File: config.mk
export PLATFORM = sky130hd
export DESIGN_NAME = limp_home_gain_scheduler_flat
export DESIGN_NICKNAME = d
export VERILOG_FILES = /design/src/rtl/core/lhgs_pkg.sv /design/src/rtl/core/lhgs_req_if.sv /design/src/rtl/core/lhgs_rsp_if.sv /design/src/rtl/core/lhgs_ctrl.sv /design/src/rtl/core/lhgs_datapath.sv /design/src/rtl/core/limp_home_gain_scheduler.sv /design/src/flat_wrapper.sv
export SDC_FILE = /design/constraint.sdc
export NUM_CORES = 2
export LEC_CHECK = 0
export BUFFER_PORTS_ARGS = -buffer_cell sky130_fd_sc_hd__buf_2
export CORE_MARGIN = 2
export CORE_UTILIZATION = 47
export CTS_CLUSTER_SIZE = 28
export DETAILED_ROUTE_END_ITERATION = 16
export PLACE_DENSITY = 0.65
export SETUP_SLACK_MARGIN = 0.02
export SLEW_MARGIN = 30
export SYNTH_ARGS = -nofsm -noshare
export SYNTH_HDL_FRONTEND = slang
export SYNTH_SLANG_ARGS = --single-unit
File: constraint.sdc
create_clock -name clock -period 13 [get_ports clock]
set_input_delay 0.65 -clock clock [delete_from_list [all_inputs] [get_ports clock]]
set_output_delay 0.65 -clock clock [all_outputs]
set_load 0.05 [all_outputs]
File: src/rtl/core/lhgs_pkg.sv
`default_nettype none

package lhgs_pkg;

   localparam int unsigned GAIN_SET_W = 56;
   localparam int unsigned CSR_INDEX_W = 3;
   localparam int unsigned ACC_W = 30;
   localparam int unsigned PROD_W = 34;
   localparam int unsigned OPND_W = 17;
   localparam int unsigned INTEG_W = 27;
   localparam int unsigned QUOT_W = 11;

   localparam logic [CSR_INDEX_W-1:0] CSR_ZONE_UPPER    = 3'd0;
   localparam logic [CSR_INDEX_W-1:0] CSR_ZONE_LOWER    = 3'd1;
   localparam logic [CSR_INDEX_W-1:0] CSR_SPEED_THR     = 3'd2;
   localparam logic [CSR_INDEX_W-1:0] CSR_USE_MEASURED  = 3'd3;
   localparam logic [CSR_INDEX_W-1:0] CSR_GAINS_OUTSIDE = 3'd4;
   localparam logic [CSR_INDEX_W-1:0] CSR_GAINS_INSIDE  = 3'd5;

   localparam logic signed [ACC_W-1:0] INTEG_LIMIT = 30'sd67107840;
   localparam logic [20:0] POS_SAT = 21'd65535;
   // ceil(2^20 / 25): exact floor(x / 25) for x up to 32768
   localparam logic signed [OPND_W-1:0] RECIP_25 = 17'sd41944;
   localparam int unsigned RECIP_SHIFT = 20;

   localparam int unsigned POS_SHIFT = 4;
   localparam int unsigned SPEED_SHIFT = 3;
   localparam int unsigned CUR_SHIFT = 5;

   typedef enum logic [1:0] {
      ZONE_INIT   = 2'd0,
      ZONE_INSIDE = 2'd1,
      ZONE_ABOVE  = 2'd2,
      ZONE_BELOW  = 2'd3
   } zone_type;

   typedef enum logic [3:0] {
      SEQ_IDLE,
      SEQ_DECIDE,
      SEQ_MUL_POS,
      SEQ_MUL_SPEED,
      SEQ_MUL_CUR,
      SEQ_MUL_VOLT,
      SEQ_QUOT,
      SEQ_REM,
      SEQ_CLAMP,
      SEQ_DONE
   } seq_type;

   typedef enum logic [1:0] {
      MUL_POS,
      MUL_SPEED,
      MUL_CUR,
      MUL_VOLT
   } mul_op_type;

   typedef enum logic [2:0] {
      ACC_HOLD,
      ACC_LOAD_POS,
      ACC_ADD_SPEED,
      ACC_ADD_CUR,
      ACC_ADD_VOLT
   } acc_op_type;

   typedef struct packed {
      logic       capture;
      logic       load_gains;
      logic       gain_inside;
      logic       mul_en;
      mul_op_type mul_op;
      acc_op_type acc_op;
      logic       load_quot;
      logic       load_held;
      logic       load_out;
      zone_type   mode;
      logic       reinit;
   } cmd_type;

   typedef struct packed {
      logic dist_ge_upper;
      logic dist_le_lower;
      logic speed_gt_neg_thr;
      logic speed_lt_thr;
      logic out_busy;
   } status_type;

   // round half away from zero on a right shift
   function automatic logic signed [ACC_W-1:0] round_shift(
      input logic signed [PROD_W-1:0] x,
      input int unsigned sh
   );
      logic [PROD_W-1:0] mag;
      logic [PROD_W-1:0] half;
      logic [PROD_W-1:0] q;
      logic signed [ACC_W-1:0] r;
      half = PROD_W'(1) << (sh - 1);
      mag = x[PROD_W-1] ? PROD_W'(-x) : PROD_W'(x);
      q = (mag + half) >> sh;
      r = ACC_W'(q);
      return x[PROD_W-1] ? -r : r;
   endfunction

   // floor(r * 1024 / 25) for a remainder below 25
   function automatic logic [9:0] frac_25(input logic [4:0] r);
      logic [9:0] v;
      case (r)
         5'd1:  v = 10'd40;
         5'd2:  v = 10'd81;
         5'd3:  v = 10'd122;
         5'd4:  v = 10'd163;
         5'd5:  v = 10'd204;
         5'd6:  v = 10'd245;
         5'd7:  v = 10'd286;
         5'd8:  v = 10'd327;
         5'd9:  v = 10'd368;
         5'd10: v = 10'd409;
         5'd11: v = 10'd450;
         5'd12: v = 10'd491;
         5'd13: v = 10'd532;
         5'd14: v = 10'd573;
         5'd15: v = 10'd614;
         5'd16: v = 10'd655;
         5'd17: v = 10'd696;
         5'd18: v = 10'd737;
         5'd19: v = 10'd778;
         5'd20: v = 10'd819;
         5'd21: v = 10'd860;
         5'd22: v = 10'd901;
         5'd23: v = 10'd942;
         5'd24: v = 10'd983;
         default: v = 10'd0;
      endcase
      return v;
   endfunction

endpackage

`default_nettype wire

File: src/rtl/core/lhgs_req_if.sv
`default_nettype none

interface lhgs_req_if;
   logic               valid;
   logic               ready;
   logic signed [15:0] limp_distance;
   logic signed [15:0] speed;
   logic        [15:0] position;
   logic signed [15:0] measured_current;
   logic signed [15:0] estimated_current;
   logic signed [15:0] drive_voltage;

   modport source (
      output valid, limp_distance, speed, position, measured_current,
             estimated_current, drive_voltage,
      input  ready
   );

   modport sink (
      input  valid, limp_distance, speed, position, measured_current,
             estimated_current, drive_voltage,
      output ready
   );
endinterface

`default_nettype wire

File: src/rtl/core/lhgs_rsp_if.sv
`default_nettype none

interface lhgs_rsp_if;
   logic               valid;
   logic               ready;
   logic        [1:0]  mode;
   logic               reinit_done;
   logic signed [26:0] integral_start;
   logic        [15:0] active_k1;
   logic signed [15:0] active_k2;
   logic        [15:0] active_k3;
   logic        [7:0]  active_integral_gain;

   modport source (
      output valid, mode, reinit_done, integral_start, active_k1, active_k2,
             active_k3, active_integral_gain,
      input  ready
   );

   modport sink (
      input  valid, mode, reinit_done, integral_start, active_k1, active_k2,
             active_k3, active_integral_gain,
      output ready
   );
endinterface

`default_nettype wire

File: src/rtl/core/lhgs_ctrl.sv
`default_nettype none

module lhgs_ctrl (
   input  wire logic                clock,
   input  wire logic                reset,
   input  wire logic                req_valid,
   output logic                     req_ready,
   input  wire lhgs_pkg::status_type st,
   output lhgs_pkg::cmd_type        cmd
);

   lhgs_pkg::seq_type  seq_ff, seq_in;
   lhgs_pkg::zone_type zone_ff, zone_in;
   logic               reinit_ff, reinit_in;

   always_ff @(posedge clock) begin
      if (reset) begin
         seq_ff    <= lhgs_pkg::SEQ_IDLE;
         zone_ff   <= lhgs_pkg::ZONE_INIT;
         reinit_ff <= 1'b0;
      end else begin
         seq_ff    <= seq_in;
         zone_ff   <= zone_in;
         reinit_ff <= reinit_in;
      end
   end

   always_comb begin
      seq_in    = seq_ff;
      zone_in   = zone_ff;
      reinit_in = reinit_ff;
      req_ready = 1'b0;

      cmd             = '0;
      cmd.mul_op      = lhgs_pkg::MUL_POS;
      cmd.acc_op      = lhgs_pkg::ACC_HOLD;
      cmd.mode        = zone_ff;
      cmd.reinit      = reinit_ff;

      unique case (seq_ff)
         lhgs_pkg::SEQ_IDLE: begin
            req_ready   = 1'b1;
            cmd.capture = req_valid;
            if (req_valid) begin
               seq_in = lhgs_pkg::SEQ_DECIDE;
            end
         end
         lhgs_pkg::SEQ_DECIDE: begin
            reinit_in = 1'b0;
            unique case (zone_ff)
               lhgs_pkg::ZONE_INIT: begin
                  reinit_in = 1'b1;
                  zone_in   = lhgs_pkg::ZONE_INSIDE;
               end
               lhgs_pkg::ZONE_INSIDE: begin
                  if (st.dist_ge_upper) begin
                     reinit_in = 1'b1;
                     zone_in   = lhgs_pkg::ZONE_ABOVE;
                  end else if (st.dist_le_lower) begin
                     reinit_in = 1'b1;
                     zone_in   = lhgs_pkg::ZONE_BELOW;
                  end
               end
               lhgs_pkg::ZONE_ABOVE: begin
                  if (st.dist_le_lower) begin
                     zone_in = lhgs_pkg::ZONE_BELOW;
                  end else if (!st.dist_ge_upper) begin
                     zone_in         = lhgs_pkg::ZONE_INSIDE;
                     reinit_in       = st.speed_gt_neg_thr;
                     cmd.gain_inside = 1'b1;
                  end
               end
               lhgs_pkg::ZONE_BELOW: begin
                  if (st.dist_ge_upper) begin
                     zone_in = lhgs_pkg::ZONE_ABOVE;
                  end else if (!st.dist_le_lower) begin
                     zone_in         = lhgs_pkg::ZONE_INSIDE;
                     reinit_in       = st.speed_lt_thr;
                     cmd.gain_inside = 1'b1;
                  end
               end
               default: ;
            endcase
            cmd.load_gains = reinit_in;
            seq_in = reinit_in ? lhgs_pkg::SEQ_MUL_POS : lhgs_pkg::SEQ_DONE;
         end
         lhgs_pkg::SEQ_MUL_POS: begin
            cmd.mul_en = 1'b1;
            cmd.mul_op = lhgs_pkg::MUL_POS;
            seq_in     = lhgs_pkg::SEQ_MUL_SPEED;
         end
         lhgs_pkg::SEQ_MUL_SPEED: begin
            cmd.mul_en = 1'b1;
            cmd.mul_op = lhgs_pkg::MUL_SPEED;
            cmd.acc_op = lhgs_pkg::ACC_LOAD_POS;
            seq_in     = lhgs_pkg::SEQ_MUL_CUR;
         end
         lhgs_pkg::SEQ_MUL_CUR: begin
            cmd.mul_en = 1'b1;
            cmd.mul_op = lhgs_pkg::MUL_CUR;
            cmd.acc_op = lhgs_pkg::ACC_ADD_SPEED;
            seq_in     = lhgs_pkg::SEQ_MUL_VOLT;
         end
         lhgs_pkg::SEQ_MUL_VOLT: begin
            cmd.mul_en = 1'b1;
            cmd.mul_op = lhgs_pkg::MUL_VOLT;
            cmd.acc_op = lhgs_pkg::ACC_ADD_CUR;
            seq_in     = lhgs_pkg::SEQ_QUOT;
         end
         lhgs_pkg::SEQ_QUOT: begin
            cmd.load_quot = 1'b1;
            seq_in        = lhgs_pkg::SEQ_REM;
         end
         lhgs_pkg::SEQ_REM: begin
            cmd.acc_op = lhgs_pkg::ACC_ADD_VOLT;
            seq_in     = lhgs_pkg::SEQ_CLAMP;
         end
         lhgs_pkg::SEQ_CLAMP: begin
            cmd.load_held = 1'b1;
            seq_in        = lhgs_pkg::SEQ_DONE;
         end
         lhgs_pkg::SEQ_DONE: begin
            if (!st.out_busy) begin
               cmd.load_out = 1'b1;
               seq_in       = lhgs_pkg::SEQ_IDLE;
            end
         end
         default: seq_in = lhgs_pkg::SEQ_IDLE;
      endcase
   end

endmodule

`default_nettype wire

File: src/rtl/core/lhgs_datapath.sv
`default_nettype none

module lhgs_datapath (
   input  wire logic                                   clock,
   input  wire logic                                   reset,
   lhgs_req_if.sink                                    req,
   lhgs_rsp_if.source                                  rsp,
   input  wire logic                                   csr_write_en,
   input  wire logic [lhgs_pkg::CSR_INDEX_W-1:0]       csr_index,
   input  wire logic [lhgs_pkg::GAIN_SET_W-1:0]        csr_wdata,
   input  wire lhgs_pkg::cmd_type                      cmd,
   output lhgs_pkg::status_type                        st
);

   // configuration
   logic [7:0]                        upper_ff;
   logic [7:0]                        lower_ff;
   logic [14:0]                       thr_ff;
   logic                              use_meas_ff;
   logic [lhgs_pkg::GAIN_SET_W-1:0]   gains_out_ff;
   logic [lhgs_pkg::GAIN_SET_W-1:0]   gains_in_ff;

   always_ff @(posedge clock) begin
      if (reset) begin
         upper_ff     <= '0;
         lower_ff     <= '0;
         thr_ff       <= '0;
         use_meas_ff  <= 1'b0;
         gains_out_ff <= '0;
         gains_in_ff  <= '0;
      end else if (csr_write_en) begin
         unique case (csr_index)
            lhgs_pkg::CSR_ZONE_UPPER:    upper_ff     <= csr_wdata[7:0];
            lhgs_pkg::CSR_ZONE_LOWER:    lower_ff     <= csr_wdata[7:0];
            lhgs_pkg::CSR_SPEED_THR:     thr_ff       <= csr_wdata[14:0];
            lhgs_pkg::CSR_USE_MEASURED:  use_meas_ff  <= csr_wdata[0];
            lhgs_pkg::CSR_GAINS_OUTSIDE: gains_out_ff <= csr_wdata;
            lhgs_pkg::CSR_GAINS_INSIDE:  gains_in_ff  <= csr_wdata;
            default: ;
         endcase
      end
   end

   // captured input word
   logic signed [15:0] dist_ff;
   logic signed [15:0] speed_ff;
   logic        [15:0] pos_ff;
   logic signed [15:0] meas_ff;
   logic signed [15:0] est_ff;
   logic signed [15:0] volt_ff;

   always_ff @(posedge clock) begin
      if (cmd.capture) begin
         dist_ff  <= req.limp_distance;
         speed_ff <= req.speed;
         pos_ff   <= req.position;
         meas_ff  <= req.measured_current;
         est_ff   <= req.estimated_current;
         volt_ff  <= req.drive_voltage;
      end
   end

   // zone compares
   logic signed [16:0] dist_x;
   logic signed [16:0] speed_x;
   logic signed [16:0] upper_x;
   logic signed [16:0] lower_x;
   logic signed [16:0] thr_x;

   assign dist_x  = {dist_ff[15], dist_ff};
   assign speed_x = {speed_ff[15], speed_ff};
   assign upper_x = $signed({9'd0, upper_ff});
   assign lower_x = $signed({9'd0, lower_ff}) - 17'sd255;
   assign thr_x   = $signed({2'd0, thr_ff});

   // active gains and held integral start
   logic        [15:0]                    k1_ff;
   logic signed [15:0]                    k2_ff;
   logic        [15:0]                    k3_ff;
   logic        [7:0]                     ki_ff;
   logic signed [lhgs_pkg::INTEG_W-1:0]   held_ff;
   logic        [lhgs_pkg::GAIN_SET_W-1:0] gain_set;

   assign gain_set = cmd.gain_inside ? gains_in_ff : gains_out_ff;

   // shared multiplier
   logic        [20:0]                  pos_x25;
   logic        [15:0]                  pos_sat;
   logic        [16:0]                  volt_mag;
   logic signed [15:0]                  cur;
   logic signed [lhgs_pkg::OPND_W-1:0]  mul_a;
   logic signed [lhgs_pkg::OPND_W-1:0]  mul_b;
   logic signed [lhgs_pkg::PROD_W-1:0]  product_ff;

   assign pos_x25  = 21'(pos_ff) * 21'd25;
   assign pos_sat  = (pos_x25 > lhgs_pkg::POS_SAT) ? 16'hFFFF : pos_x25[15:0];
   assign volt_mag = volt_ff[15] ? 17'(-$signed({volt_ff[15], volt_ff})) : {1'b0, volt_ff};
   assign cur      = use_meas_ff ? meas_ff : est_ff;

   always_comb begin
      unique case (cmd.mul_op)
         lhgs_pkg::MUL_POS: begin
            mul_a = $signed({1'b0, pos_sat});
            mul_b = $signed({1'b0, k1_ff});
         end
         lhgs_pkg::MUL_SPEED: begin
            mul_a = speed_x;
            mul_b = {k2_ff[15], k2_ff};
         end
         lhgs_pkg::MUL_CUR: begin
            mul_a = {cur[15], cur};
            mul_b = $signed({1'b0, k3_ff});
         end
         lhgs_pkg::MUL_VOLT: begin
            mul_a = $signed(volt_mag);
            mul_b = lhgs_pkg::RECIP_25;
         end
         default: begin
            mul_a = '0;
            mul_b = '0;
         end
      endcase
   end

   // voltage term: |v|*1024/25 as quotient*1024 + table(remainder)
   logic [lhgs_pkg::QUOT_W-1:0]       quot_ff;
   logic [16:0]                       quot_x25;
   logic [16:0]                       rem_full;
   logic [20:0]                       volt_term_mag;
   logic signed [lhgs_pkg::ACC_W-1:0] volt_term_abs;
   logic signed [lhgs_pkg::ACC_W-1:0] volt_term;

   assign quot_x25      = 17'(quot_ff) * 17'd25;
   assign rem_full      = volt_mag - quot_x25;
   assign volt_term_mag = {quot_ff, 10'd0} + 21'(lhgs_pkg::frac_25(rem_full[4:0]));
   assign volt_term_abs = $signed(30'(volt_term_mag));
   assign volt_term     = volt_ff[15] ? -volt_term_abs : volt_term_abs;

   logic signed [lhgs_pkg::ACC_W-1:0] acc_ff;
   logic signed [lhgs_pkg::ACC_W-1:0] clamped;

   always_comb begin
      if (acc_ff > lhgs_pkg::INTEG_LIMIT) begin
         clamped = lhgs_pkg::INTEG_LIMIT;
      end else if (acc_ff < -lhgs_pkg::INTEG_LIMIT) begin
         clamped = -lhgs_pkg::INTEG_LIMIT;
      end else begin
         clamped = acc_ff;
      end
   end

   always_ff @(posedge clock) begin
      if (cmd.mul_en) begin
         product_ff <= mul_a * mul_b;
      end
      if (cmd.load_quot) begin
         quot_ff <= product_ff[lhgs_pkg::RECIP_SHIFT +: lhgs_pkg::QUOT_W];
      end
      case (cmd.acc_op)
         lhgs_pkg::ACC_LOAD_POS:
            acc_ff <= lhgs_pkg::round_shift(product_ff, lhgs_pkg::POS_SHIFT);
         lhgs_pkg::ACC_ADD_SPEED:
            acc_ff <= acc_ff + lhgs_pkg::round_shift(product_ff, lhgs_pkg::SPEED_SHIFT);
         lhgs_pkg::ACC_ADD_CUR:
            acc_ff <= acc_ff + lhgs_pkg::round_shift(product_ff, lhgs_pkg::CUR_SHIFT);
         lhgs_pkg::ACC_ADD_VOLT:
            acc_ff <= acc_ff + volt_term;
         default: ;
      endcase
   end

   always_ff @(posedge clock) begin
      if (reset) begin
         k1_ff   <= '0;
         k2_ff   <= '0;
         k3_ff   <= '0;
         ki_ff   <= '0;
         held_ff <= '0;
      end else begin
         if (cmd.load_gains) begin
            k1_ff <= gain_set[15:0];
            k2_ff <= $signed(gain_set[31:16]);
            k3_ff <= gain_set[47:32];
            ki_ff <= gain_set[55:48];
         end
         if (cmd.load_held) begin
            held_ff <= lhgs_pkg::INTEG_W'(clamped);
         end
      end
   end

   // output register
   logic                                rsp_valid_ff;
   logic        [1:0]                   mode_ff;
   logic                                reinit_ff;
   logic signed [lhgs_pkg::INTEG_W-1:0] integ_ff;
   logic        [15:0]                  out_k1_ff;
   logic signed [15:0]                  out_k2_ff;
   logic        [15:0]                  out_k3_ff;
   logic        [7:0]                   out_ki_ff;

   always_ff @(posedge clock) begin
      if (reset) begin
         rsp_valid_ff <= 1'b0;
      end else if (cmd.load_out) begin
         rsp_valid_ff <= 1'b1;
      end else if (rsp.ready) begin
         rsp_valid_ff <= 1'b0;
      end
   end

   always_ff @(posedge clock) begin
      if (cmd.load_out) begin
         mode_ff   <= cmd.mode;
         reinit_ff <= cmd.reinit;
         integ_ff  <= held_ff;
         out_k1_ff <= k1_ff;
         out_k2_ff <= k2_ff;
         out_k3_ff <= k3_ff;
         out_ki_ff <= ki_ff;
      end
   end

   assign rsp.valid                = rsp_valid_ff;
   assign rsp.mode                 = mode_ff;
   assign rsp.reinit_done          = reinit_ff;
   assign rsp.integral_start       = integ_ff;
   assign rsp.active_k1            = out_k1_ff;
   assign rsp.active_k2            = out_k2_ff;
   assign rsp.active_k3            = out_k3_ff;
   assign rsp.active_integral_gain = out_ki_ff;

   assign st.dist_ge_upper    = dist_x >= upper_x;
   assign st.dist_le_lower    = dist_x <= lower_x;
   assign st.speed_gt_neg_thr = speed_x > -thr_x;
   assign st.speed_lt_thr     = speed_x < thr_x;
   assign st.out_busy         = rsp_valid_ff && !rsp.ready;

endmodule

`default_nettype wire

File: src/rtl/core/limp_home_gain_scheduler.sv
// An accepted word is captured and its zone decided; on a gain switch the single 17x17
//   multiplier steps through four products, then the /25 step and the clamp follow, else
//   the word goes straight to done. A new word is taken only once the last is done.
// A finished word waits in the output register while the next one is taken.
// Reset (synchronous, active high): init zone, zero gains, zero integral start,
//   all configuration registers cleared.
`default_nettype none

module limp_home_gain_scheduler (
   input  wire logic                             clock,
   input  wire logic                             reset,
   lhgs_req_if.sink                              req,
   lhgs_rsp_if.source                            rsp,
   input  wire logic                             csr_write_en,
   input  wire logic [lhgs_pkg::CSR_INDEX_W-1:0] csr_index,
   input  wire logic [lhgs_pkg::GAIN_SET_W-1:0]  csr_wdata
);

   lhgs_pkg::cmd_type    cmd;
   lhgs_pkg::status_type st;

   lhgs_ctrl u_ctrl (
      .clock     (clock),
      .reset     (reset),
      .req_valid (req.valid),
      .req_ready (req.ready),
      .st        (st),
      .cmd       (cmd)
   );

   lhgs_datapath u_datapath (
      .clock        (clock),
      .reset        (reset),
      .req          (req),
      .rsp          (rsp),
      .csr_write_en (csr_write_en),
      .csr_index    (csr_index),
      .csr_wdata    (csr_wdata),
      .cmd          (cmd),
      .st           (st)
   );

   a_integ_in_range: assert property (@(posedge clock) disable iff (reset)
      rsp.valid |-> (rsp.integral_start <= 27'sd67107840) &&
                    (rsp.integral_start >= -27'sd67107840))
      else $error("integral start out of clamp range");

   a_mode_not_init: assert property (@(posedge clock) disable iff (reset)
      rsp.valid |-> (rsp.mode != lhgs_pkg::ZONE_INIT))
      else $error("result word reports init zone");

   a_one_at_a_time: assert property (@(posedge clock) disable iff (reset)
      (req.valid && req.ready) |=> !req.ready)
      else $error("second word taken while one is in work");

   a_no_load_when_busy: assert property (@(posedge clock) disable iff (reset)
      (rsp.valid && !rsp.ready) |-> !cmd.load_out)
      else $error("output register overwritten before taken");

endmodule

`default_nettype wire
File: src/flat_wrapper.sv
// flat-port wrapper written by rule: the top's interface ports become plain ports
module limp_home_gain_scheduler_flat 
  (clock, reset, csr_write_en, csr_index, csr_wdata, req_valid, req_limp_distance, req_speed, req_position, req_measured_current, req_estimated_current, req_drive_voltage, req_ready, rsp_valid, rsp_mode, rsp_reinit_done, rsp_integral_start, rsp_active_k1, rsp_active_k2, rsp_active_k3, rsp_active_integral_gain, rsp_ready);
  lhgs_req_if req_i ();
  lhgs_rsp_if rsp_i ();
  input  wire logic clock;
  input  wire logic reset;
  input  wire logic csr_write_en;
  input  wire logic [lhgs_pkg::CSR_INDEX_W-1:0] csr_index;
  input  wire logic [lhgs_pkg::GAIN_SET_W-1:0] csr_wdata;
  input wire logic [$bits(req_i.valid)-1:0] req_valid;
  input wire logic [$bits(req_i.limp_distance)-1:0] req_limp_distance;
  input wire logic [$bits(req_i.speed)-1:0] req_speed;
  input wire logic [$bits(req_i.position)-1:0] req_position;
  input wire logic [$bits(req_i.measured_current)-1:0] req_measured_current;
  input wire logic [$bits(req_i.estimated_current)-1:0] req_estimated_current;
  input wire logic [$bits(req_i.drive_voltage)-1:0] req_drive_voltage;
  output wire logic [$bits(req_i.ready)-1:0] req_ready;
  output wire logic [$bits(rsp_i.valid)-1:0] rsp_valid;
  output wire logic [$bits(rsp_i.mode)-1:0] rsp_mode;
  output wire logic [$bits(rsp_i.reinit_done)-1:0] rsp_reinit_done;
  output wire logic [$bits(rsp_i.integral_start)-1:0] rsp_integral_start;
  output wire logic [$bits(rsp_i.active_k1)-1:0] rsp_active_k1;
  output wire logic [$bits(rsp_i.active_k2)-1:0] rsp_active_k2;
  output wire logic [$bits(rsp_i.active_k3)-1:0] rsp_active_k3;
  output wire logic [$bits(rsp_i.active_integral_gain)-1:0] rsp_active_integral_gain;
  input wire logic [$bits(rsp_i.ready)-1:0] rsp_ready;
  assign req_i.valid = req_valid;
  assign req_i.limp_distance = req_limp_distance;
  assign req_i.speed = req_speed;
  assign req_i.position = req_position;
  assign req_i.measured_current = req_measured_current;
  assign req_i.estimated_current = req_estimated_current;
  assign req_i.drive_voltage = req_drive_voltage;
  assign req_ready = req_i.ready;
  assign rsp_valid = rsp_i.valid;
  assign rsp_mode = rsp_i.mode;
  assign rsp_reinit_done = rsp_i.reinit_done;
  assign rsp_integral_start = rsp_i.integral_start;
  assign rsp_active_k1 = rsp_i.active_k1;
  assign rsp_active_k2 = rsp_i.active_k2;
  assign rsp_active_k3 = rsp_i.active_k3;
  assign rsp_active_integral_gain = rsp_i.active_integral_gain;
  assign rsp_i.ready = rsp_ready;
  limp_home_gain_scheduler u_core (.clock(clock), .reset(reset), .req(req_i), .rsp(rsp_i), .csr_write_en(csr_write_en), .csr_index(csr_index), .csr_wdata(csr_wdata));
endmodule
==> summary.txt <==
Crit Path Category = register to register
area of the multi-input gates = 0.02575 mm²
hold path depth = 1
synthesized instance count = 4474
Die W = 297.9 µm
r2r endpoint = u_core.u_datapath.product_ff[31]
Net Sw Frac = 42.71%
Pint = 4239 µW
final RePlAce weighted congestion = 0.9642
crit-path max FO = 19
Placed Area = 0.04298 mm²
MaxCap Viol Count = 0
number of CTS-inserted buffers = 54
period utilization = 85.53%
Arrival @ worst endpoint = 11490 ps
Post-CTS Hold Buffers = 0
syn_nets = 5188
drc violations = 0
Area growth, synth to finish = 10.62%
CTS tree = done
Final min period = 11120 ps
TNS Setup = 0 ps
Vias per Instance = 5.654
sequential area share after synthesis = 30.60%
WP data required = 13370 ps
Die ar. = 0.08874 mm²
clock power share = 22.2%
Pwr Density = 164.7 mW/mm²
Worst Hold Slack = 178.2 ps
sequential power share = 26.7%
Detail Route Antenna Nets = 0
Critical Path Start Type = register
Die Y = 297.9 µm
ys flop type = edfxtp_1
port bufs = 247
worst hold endpoint = u_core.u_datapath.speed_ff[5]
FF+latch area = 0.01242 mm²
syn avg cell area = 9.074 µm²
Final HPWL DP = 94.11 mm
Placeable Area = 0.08541 mm²
H-tree levels = 2
via count = 32.93k
largest net degree at the start of global routing = 136
Max IR drop VDD = 0.1239 mV
CP bufs+invs = 5
slowest stage delay, CP = 740 ps
Total Routing Usage GR = 26.96%
Worst R2R Start = u_core.u_datapath.pos_ff[2]
worst min-delay path startpoint = req_speed[5]
largest cells by area after synthesis = edfxtp_1, fa_1, dfxtp_1
Cell Rows = 107
Layout Nets = 5341
Ys Warns = 0
fin area = 0.04491 mm²
commonest non-fill, non-tap cells in the layout = nand2_1, inv_1, nor2_1
Max Clk Rate = 0.08994 GHz
Hold/Removal Path Class = input port to register
EDFF count, synth = 257
commonest non-fill, non-tap cell in the layout = nand2_1
Finish-stage setup viols = 0
worst r2r path cells = 41
status = finished clean
Crit path top cell by count = fa_1
Max-Slew Margin vs Limit = 25.14%
Finished Core Util = 52.58%
first-pass GRT wire length = 187.2 mm
post-synth top area share = 19.01%
unrepaired setup endpoints after global routing = no
Crit-path slowest cell = o21ai_1
Remaining Overflow, GRT = 0
Critical Path End Type = register
CTS max path bufs = 3
Starting Density = 47.53%
clock sink count = 492
CP delay by family, top = adder cells
layout cells sized above 1 = 10.81%
Synth Register Bits = 492
FFs w/ async S/R, synth = 0%
Worst-Skew Late Latency = 650 ps
post-synth cell types = 94
number of cells upsized or downsized after cts = 0
final hold vios = 0
Reg clk slew, reported paths = 70 ps
power share of the combinational group = 51.1%
Routed WL = 120.4 mm
Cells after DPL = 5715
root buffer cell = clkbuf_16
flop2flop setup slack = 1880 ps
total net switching power = 3160 µW
fin. max-slew vios = 0
Post-Layout Cell Count = 5824
Iteration-0 DRC Markers = 2740
Clock Skews = 31.03 ps
Setup Buffers After CTS = 0
Mapped Area = 0.04060 mm²
Synth area leader = edfxtp_1
vias in the first global route = 32.01k
initial antenna violation count = 9
Pleak = 0.01899 µW
worst slew pin tran = 1123 ps
# fillers = 7986
I/O pins = 248
WL per Instance = 20.68 µm
drt pass-1 iters = 5
flip-flops by register name, summed over array words and instances (netlist names), 27 cells and up:
name                                  flops
u_core.u_datapath.held_ff                27
u_core.u_datapath.product_ff             34
u_core.u_datapath.acc_ff                 30
u_core.u_datapath.gains_in_ff            56
u_core.u_datapath.rsp.integral_start     27
u_core.u_datapath.gains_out_ff           56
power by group through the flow:
stage	sequential, µW	clock (µW)	combinational, µW
2_1_floorplan	1910	0	2880
3_3_place_gp	2000	0	3690
3_5_place_dp	2000	0	3740
4_1_cts	1970	1670	3760
5_1_grt	1990	1720	4260
6_report	1970	1640	3780
cells in the mapped netlist (all sizes together), types with 16 or more instances:
cell,number
xnor2,213
or3,33
or2,18
edfxtp,257
dfxtp,235
a211oi,23
a21o,47
buf,29
a22oi,23
nor3,76
inv,482
o21a,39
nand2b,58
mux2i,86
o31ai,38
a31oi,24
xor2,114
or4,19
mux2,58
o21ai,206
o41ai,18
and2,23
nor2b,26
nand3,69
nor2,373
clkbuf,164
and3,16
nor4,39
nand4,34
a21oi,294
a21boi,20
fa,309
nand2,581
ha,245
stage by stage:
stage,total power (µW),setup slack [ps]
finish,7399,1881
global route,7970,1101
CTS,7400,1886
detailed placement,5741,1919
global placement,5691,2143
floorplan,4784,2868
cells by family (layout without fill, tap and decap cells):
logic type | count (synthesis) | after routing | synth area share [%]
compound gates | 866 | 866 | 13.48
xor+xnor | 328 | 328 | 7.129
other cells | 0 | 7 | 0
buf+inv | 676 | 875 | 6.296
fa+ha+maj | 556 | 556 | 22.84
flops | 492 | 492 | 30.60
simple gates | 1411 | 1411 | 15.88
mux | 145 | 145 | 3.785
area by class of cell:
cell class	instances	area share (%)
diodes	7	0.03900
clock buffers	58	3.065
clock inverters	44	1.176
inverters	483	4.037
multi-input cells	3306	57.34
flip-flops and latches	492	27.66
well taps	1144	3.187
repair buffers	290	3.499
how the worst max path moves through the flow:
| stage | from | end | slack, ps | depth (start not counted) |
|---|---|---|---|---|
| finish | u_core.u_datapath.pos_ff[2] | u_core.u_datapath.product_ff[31] | 1880 | 41 |
| detailed placement | u_core.u_datapath.pos_ff[2] | u_core.u_datapath.product_ff[31] | 1920 | 41 |
| global route | u_core.u_datapath.pos_ff[2] | u_core.u_datapath.product_ff[31] | 1100 | 41 |
| floorplan | u_core.u_datapath.pos_ff[2] | u_core.u_datapath.product_ff[31] | 2870 | 40 |
| CTS | u_core.u_datapath.pos_ff[2] | u_core.u_datapath.product_ff[31] | 1890 | 41 |
| global placement | u_core.u_datapath.pos_ff[2] | u_core.u_datapath.product_ff[30] | 2140 | 38 |
per-layer routing:
metal / vias to the layer above / global-route usage (%) / share of wire, %
met2: 1088 / 43.99 / 46
met4: 4 / 9.249 / 3.6
met3: 215 / 3.777 / 6.8
met1: 16070 / 36.81 / 43
met5: - / 0 / 0.016
li1: 15550 / - / -
Power figures use the tool's default switching activity.
